==> src/rtl/slb_pkg.sv <==
`default_nettype none
package slb_pkg;

  localparam int LENGTH_BITS_DEF = 32;
  localparam int STRIDE_W = 64;

  localparam logic signed [STRIDE_W-1:0] STRIDE_MIN = {1'b1, {(STRIDE_W-1){1'b0}}};
  localparam logic signed [STRIDE_W-1:0] NEG_INT64_MAX = {1'b1, {(STRIDE_W-2){1'b0}}, 1'b1};

  localparam logic ERR_OK = 1'b0;
  localparam logic ERR_ZERO_STRIDE = 1'b1;

endpackage
`default_nettype wire

==> src/rtl/slb_div_stage.sv <==
`default_nettype none
// one quotient bit of a restoring division; nq holds the unused dividend
// bits on top and the quotient bits found so far at the bottom
module slb_div_stage #(
  parameter int LW = slb_pkg::LENGTH_BITS_DEF
) (
  input  wire  [LW-1:0] rem_i,
  input  wire  [LW-1:0] nq_i,
  input  wire  [LW-1:0] dvs_i,
  output logic [LW-1:0] rem_o,
  output logic [LW-1:0] nq_o
);

  logic [LW:0] trial;
  logic [LW:0] diff;
  logic        qbit;

  always_comb begin
    trial = {rem_i, nq_i[LW-1]};
    diff  = trial - {1'b0, dvs_i};
    qbit  = (trial >= {1'b0, dvs_i});
    rem_o = qbit ? diff[LW-1:0] : trial[LW-1:0];
    nq_o  = {nq_i[LW-2:0], qbit};
  end

endmodule
`default_nettype wire

==> config.mk <==
export PLATFORM = sky130hd
export DESIGN_NAME = slb_div_stage
export DESIGN_NICKNAME = d
export VERILOG_FILES = /design/src/rtl/slb_pkg.sv /design/src/rtl/slb_div_stage.sv
export SDC_FILE = /design/constraint.sdc
export NUM_CORES = 1
export LEC_CHECK = 0
export BUFFER_PORTS_ARGS = -buffer_cell sky130_fd_sc_hd__buf_2
export CORE_MARGIN = 3
export CORE_UTILIZATION = 46
export DETAILED_ROUTE_END_ITERATION = 8
export MAX_ROUTING_LAYER = met4
export PLACE_DENSITY = 0.9
export SKIP_LAST_GASP = 1
export SYNTH_ARGS = -nofsm -noshare
export SYNTH_HDL_FRONTEND = slang
export SYNTH_SLANG_ARGS = --single-unit
==> constraint.sdc <==
create_clock -name vclk -period 3.9
set_clock_uncertainty 0.1 [all_clocks]
set_input_delay 0.39 -clock vclk [all_inputs]
set_output_delay 0.39 -clock vclk [all_outputs]
set_load 0.03 [all_outputs]
## After elaboration in Yosys (flattened, before gate mapping)

Index checks and enable logic that the tools add are counted.

| storage, ports and cells | value |
|---|---|
| register bits after elaboration | 0 |
| input bits | 96 |
| output and inout port bits | 64 |
| word-level logic and storage cells | 3 |

| operators by class | value |
|---|---|
| $add $sub $neg | 1 |
| order comparisons | 1 |
| muxes and demuxes | 1 |

Operators by type and width:

| operator | number |
|---|---|
| $ge A33 B32 Y1 | 1 |
| $mux W32 | 1 |
| $sub A32 B32 Y32 | 1 |

## Depth between registers and ports, before layout

Gate-level depths: netlist (run 1).

| logic depth | value |
|---|---|
| depth in word-level cells | 2 |
| mapped depth | 14 |
| gate-level depth less buffers | 11 |

## Worst setup path after synthesis (run 1)

Ideal clock, no wire load.

| path | value |
|---|---|
| path kind | in2out |
| start point | in dvs_i[7] |
| end point | out rem_o[31] |
| arrival time | 3.365 ns |
| data required time | 3.410 ns |
| path slack | 0.045 ns |
| cell stages on the path | 10 |
| buffers on the path | 0 |
| path through | inv_1 > ha_1 > a21oi_2 > a211oi_1 > or3_4 > nor4b_4 > and2b_1 > a31o_2 > and3_1 > o41ai_1 |

| between the ends | value |
|---|---|
| word-level cells in the longest chain between the ends | 2 |
| elaborated cells between the ends (all ways) | 3 |
| those cells by class | add/sub: 1; order compare: 1; mux: 1 |

RTL lines:

| what | line | source |
|---|---|---|
| from (decl) | slb_div_stage.sv:9 | `input wire [LW-1:0] dvs_i,` |
| $sub A32 B32 Y32 or $ge A33 B32 Y1 (tied branches) | slb_div_stage.sv:20, slb_div_stage.sv:21 |  |
| $mux W32 (*) | slb_div_stage.sv:22 | `rem_o = qbit ? diff[LW-1:0] : trial[LW-1:0];` |
| to (decl) | slb_div_stage.sv:10 | `output logic [LW-1:0] rem_o,` |

Every way passes the cells marked *; elsewhere a longest branch is shown, timed or not.

## Final worst setup path (run 1)

| path | value |
|---|---|
| start point | in rem_i[6] |
| end point | out rem_o[31] |

| between the ends | value |
|---|---|
| word-level cells in the longest chain between the ends | 2 |
| elaborated cells between the ends (all ways) | 3 |
| those cells by class | add/sub: 1; order compare: 1; mux: 1 |

RTL lines:

| what | line | source |
|---|---|---|
| from (decl) | slb_div_stage.sv:7 | `input wire [LW-1:0] rem_i,` |
| $sub A32 B32 Y32 or $ge A33 B32 Y1 (tied branches) | slb_div_stage.sv:20, slb_div_stage.sv:21 |  |
| $mux W32 (*) | slb_div_stage.sv:22 |  |

Marks and branches as above.

==> impl_metrics.csv, run 1 <==
group,metric,value,unit
floorplanning,start_util,0.488,
place,place_congestion,0.900,
worst_hold_path,min_to,"nq_o[5]",
drt,ant_nets,0,
pwr,p_comb_frac,1.000,
place,hpwl,5.66,mm
floorplanning,io_pins,160,
sta,rsz0062_at_grt,"false",
yosys,synthDistinctLibCells,51,
drt,finalWirelength,6.52,mm
global_route,grt_pass1_vias,2446,
setup_path,crit_fanout,4,
pwr,power,0.687,mW
setup_path,critical_path_class,"input pin to output port",
floorplanning,rows,26,
place,place.port_buffers,98,
sta,fin_crit,3.64,ns
yosys,netlist_instances,355,
yosys,ys_seq_area_frac,0,
drt,drt_iter0_drc,118,
worst_hold_path,holdPathStages,0,
sta,slew_headroom,0.640,
pwr,p_seq_frac,0,
worst_hold_path,hp-class,"input pin to output port",
cells_and_area,seq_cell_count,0,
setup_path,cp-start-kind,"input pin",
pwr,p_int,0.283,mW
sta,worst_slew_pin_slew,0.533,ns
place,placed_cell_area,0.00288,sq mm
yosys,synth_warnings,0,
sta,timing.final.crit_share,0.933,
pwr,vdd_ir_drop_max,0.119,mV
floorplanning,core,0.00527,sq mm
yosys,syn_area_per_cell,7.24,sq um
global_route,grt_antenna_before_repair,0,
sta,drv_slew,0,
yosys,synth_nets,484,
cells_and_area,multi_input_area,0.00211,sq mm
pwr,p_switching,0.404,mW
worst_hold_path,hold_path.startpoint,"nq_i[4]",
setup_path,crit_arrival,3.15,ns
setup_path,critPathCaptureType,"output port",
sta,final-hold-violation-count,0,
drt,drcViolationCount,0,
run,drv_cap,0,
global_route,grt_pass1_wl,10.6,mm
floorplanning,die_h,80.8,um
setup_path,cp.required,3.41,ns
floorplanning,die_w,80.8,um
pwr,p_clk_frac,0,
sta,fmax,0.275,GHz
floorplanning,dieArea,0.00652,sq mm
pwr,power.density,238,mW/mm^2
drt,viasPerCell,5.40,
status,status,"finished clean",
cells_and_area,drive_above_1_share,0.353,
cells_and_area,fin_area,0.00289,sq mm
global_route,track_usage,0.198,
yosys,synth_area,0.00257,sq mm
sta,setup_violations,0,
cells_and_area,clock_buffers,0,
global_route,grt_max_degree,30,
cells_and_area,synthToLayoutAreaGrowth,12.4,%
drt,dr.pass1.iters,4,
cells_and_area,fillers,547,
drt,vias,2615,
cells_and_area,diodes,0,
cells_and_area,final_common_cell,"buf_2",
drt,avgRoutedWirePerCell,13.5,um
cells_and_area,final_nets,545,
pwr,power_switching_share,0.588,
global_route,grt_overflow,0,
cells_and_area,mostFrequentLayoutCells,"buf_2, inv_1, ha_1",
pwr,p_leak,1.53,nW
place,post-place-ws,-0.0373,ns
cells_and_area,regArea,0,sq um
sta,setup_slack,0.262,ns
[metrics by stage]
step                      TNS, ns  hold slack, ns  std cells   util
final                           0           0.680        484  0.548
after detailed placement   -0.464           0.680        484  0.546
after global placement          0           0.680        484  0.546
after global routing            0           0.680        484  0.548
after floorplan                 0           0.812        355      -
after CTS                       0           0.680        484  0.547
[routing by layer]
metal	vias to the layer above	part of all wire	wire (um)	track usage
met5	-	0	0	-
met4	0	0.0098	64	0.0287
met3	16	0.059	388	0.00443
met2	95	0.50	3230	0.349
met1	1160	0.43	2840	0.259
li1	1344	-	-	-
[area by class of cell]
type / count / area share
inverter: 41 / 0.0550
timing repair buffer: 104 / 0.185
multi-input combinational: 269 / 0.729
tap: 70 / 0.0303
[critical path, cell delays in order]
cell	delay (ns)
buf_2	0.10
ha_1	0.35
a21oi_2	0.23
a211oi_1	0.10
or3_4	0.39
nor4b_4	0.31
and2b_1	0.28
a31o_2	0.29
and3_1	0.17
o41ai_1	0.26
buf_2	0.26
[power by group through the flow]
stage | sequential, mW | clock, mW | combinational, mW
final | 0 | 0 | 0.687
after global routing | 0 | 0 | 0.749
after global placement | 0 | 0 | 0.674
after floorplan | 0 | 0 | 0.580
after detailed placement | 0 | 0 | 0.685
after CTS | 0 | 0 | 0.689
[kinds of logic (layout without fill, tap and decap cells)]
family / after synthesis / count (layout) / synth area share
AND/OR/NAND/NOR: 89 / 89 / 0.176
XOR/XNOR: 26 / 26 / 0.0886
AO/OA/AOI/OAI: 89 / 89 / 0.237
multiplexers: 32 / 32 / 0.152
buffers and inverters: 86 / 145 / 0.182
adder cells (fa/ha/maj): 33 / 33 / 0.164
[what timing repair did]
action	4_1_cts	5_1_grt
hold buffers	0	0
setup buffers	0	0
endpoints found under the setup margin	19	28
gates resized for setup	1	2
[cells in the mapped netlist (6+ instances only)]
master,number,area share
nand2_1,24,0.035
buf_4,32,0.093
a21o_1,9,0.026
mux2_4,9,0.053
nor3_1,6,0.012
clkbuf_1,9,0.013
nand4_1,9,0.022
xor2_1,8,0.027
xnor2_1,18,0.061
a21oi_1,26,0.051
ha_1,32,0.16
o21ai_0,13,0.025
inv_1,40,0.058
nor2b_1,6,0.015
nor2_1,23,0.034
mux2_2,20,0.088
nand3_1,7,0.014
[worst max-delay path by stage]
stage	to	start	cells after the start	slack, ns
finish	rem_o[31]	rem_i[6]	11	0.26
global route	rem_o[12]	rem_i[10]	12	0.07
CTS	rem_o[17]	rem_i[10]	12	0.17
detailed placement	rem_o[5]	rem_i[10]	12	-0.04
global placement	rem_o[17]	rem_i[10]	12	0.14
floorplan	rem_o[31]	dvs_i[7]	10	0.04
No activity file was read; power rests on OpenSTA's default activity.
==> inputs of run 2 (changes only) <==
--- a/config.mk
+++ b/config.mk
@@ -5,9 +5,10 @@
 export SDC_FILE = /design/constraint.sdc
 export NUM_CORES = 1
 export LEC_CHECK = 0
+export ABC_AREA = 1
 export BUFFER_PORTS_ARGS = -buffer_cell sky130_fd_sc_hd__buf_2
 export CORE_MARGIN = 3
-export CORE_UTILIZATION = 46
+export CORE_UTILIZATION = 50
 export DETAILED_ROUTE_END_ITERATION = 8
 export MAX_ROUTING_LAYER = met4
 export PLACE_DENSITY = 0.9
==> run 2 against run 1 <==
  * Final cell count increased by 69%
  * Synthesized cell count increased by 93%
  * Design area increased by 28%
  * Via count increased by 50%
  * Critical path depth increased by 3
  * Critical endpoint is now rem_o[0]
  * Count of clock-buffer cells in the layout unchanged
==> impl_metrics.csv, run 2 <==
group,metric,value,unit
status,status,"finished clean",
yosys,synth_nets,813,
cells_and_area,drive_above_1_share,0.177,
floorplanning,dieArea,0.00790,sq mm
drt,avgRoutedWirePerCell,11.0,um
sta,fmax,0.325,GHz
sta,slew_headroom,0.719,
run,drv_cap,0,
floorplanning,io_pins,160,
yosys,synth_area,0.00343,sq mm
floorplanning,start_util,0.529,
drt,dr.pass1.iters,5,
cells_and_area,stdcell_count,818,
setup_path,crit_arrival,2.59,ns
sta,drv_slew,0,
sta,fin_crit,3.08,ns
sta,final-hold-violation-count,0,
cells_and_area,multi_input_area,0.00254,sq mm
worst_hold_path,hp-class,"input pin to output port",
cts,cts_resized,0,
drt,vias,3924,
global_route,grt_antenna_before_repair,0,
setup_path,critPathCaptureType,"output port",
cts,cts_hold_buf,0,
sta,rsz0062_at_grt,"false",
setup_path,cp-start-kind,"input pin",
sta,timing.final.crit_share,0.790,
yosys,ys_seq_area_frac,0,
sta,setup_violations,0,
place,place.port_buffers,98,
floorplanning,die_h,88.9,um
drt,drcViolationCount,0,
sta,tns,0,ns
place,dp.cells,818,
global_route,track_usage,0.230,
cts,postCtsSetupRepairBufs,0,
setup_path,critical_path_class,"input pin to output port",
pwr,p_leak,2.55,nW
setup_path,crit_fanout,35,
cells_and_area,mostFrequentLayoutCells,"nand2_1, inv_1, buf_2",
global_route,grt_overflow,0,
sta,worst_slew_pin_slew,0.420,ns
yosys,synth_top_area_frac,0.303,
place,hpwl,7.77,mm
cells_and_area,final_nets,872,
yosys,yosysMostFrequentCell,"nand2_1",
global_route,grt_pass1_vias,3292,
yosys,synthTopCellsByArea,"nand2_1, inv_1, ha_1, nand3_1, buf_4",
drt,viasPerCell,4.80,
global_route,grt_pass1_wl,14.4,mm
cells_and_area,synthToLayoutAreaGrowth,7.94,%
yosys,synth_warnings,0,
drt,finalWirelength,9.03,mm
global_route,grt_max_degree,36,
yosys,synth_common_cells,"nand2_1, inv_1, nand3_1",
yosys,syn_area_per_cell,5.02,sq um
floorplanning,core,0.00649,sq mm
sta,fin_hold_ws,0.680,ns
cells_and_area,clock_buffers,0,
setup_path,cp.required,3.41,ns
place,place_congestion,0.983,
cells_and_area,seq_cell_count,0,
floorplanning,die_w,88.9,um
cells_and_area,regArea,0,sq um
yosys,synth_top_area_cell,"nand2_1",
yosys,netlist_instances,684,
drt,ant_nets,0,
pwr,vdd_ir_drop_max,0.112,mV
pwr,power.density,190,mW/mm^2
floorplanning,rows,29,
cells_and_area,diodes,0,
yosys,synthDistinctLibCells,30,
cells_and_area,fillers,724,
cells_and_area,final_common_cell,"nand2_1",
drt,drt_iter0_drc,191,
-- run 2: where the power goes --
| part | switching [mW] | internal, mW |
|---|---|---|
| clock | 0 | 0 |
| sequential | 0 | 0 |
| combinational | 0.475 | 0.230 |
-- run 2: final cells by class --
class	instances	area share
tap	77	0.0260
multi-input combinational	490	0.686
inverter	152	0.154
timing repair buffer	99	0.134
-- run 2: final timing paths --
check | startpoint | to | slack, ns | cells after the start
hold / removal | nq_i[11] | nq_o[12] | 0.68 | 0
setup / recovery | rem_i[2] | rem_o[0] | 0.82 | 14
-- run 2: through the flow --
| step | cell area [sq um] | total power [mW] | setup WS [ns] | utilization |
|---|---|---|---|---|
| after floorplan | 3430 | 0.588 | 1.24 | - |
| after global placement | 3710 | 0.696 | 0.841 | 0.571 |
| after detailed placement | 3710 | 0.702 | 0.782 | 0.571 |
| after CTS | 3710 | 0.705 | 0.771 | 0.571 |
| after global routing | 3710 | 0.789 | 0.542 | 0.571 |
| final | 3710 | 0.706 | 0.820 | 0.571 |
-- run 2: worst max-delay path, cell delays in order --
cell and delay [ns]:
buf_2 0.11, ha_1 0.38, nand2_2 0.14, inv_1 0.05, nand2_1 0.07, nand2_1 0.05, nand2_1 0.07, nand3_2 0.11
nand2_2 0.09, nand2_2 0.07, nand2_4 0.30, nand2_8 0.27, o21ai_0 0.24, buf_2 0.23
-- run 2: cells by family (layout without fill, tap and decap cells) --
family,Yosys count,count (layout),share of synthesized area
and+or+nand+nor,419,419,0.545
buffers and inverters,194,251,0.260
adders and majority gates,33,33,0.122
AOI/OAI and AO/OA,24,24,0.0368
xor gates and xnor gates,14,14,0.0357
-- run 2: per-layer routing --
metal | part of all wire | vias up | GRT usage
met5 | 0 | - | -
met4 | 0.0070 | 0 | 0.0220
met3 | 0.058 | 12 | 0.000931
met2 | 0.45 | 123 | 0.391
met1 | 0.49 | 1656 | 0.316
li1 | - | 2133 | -
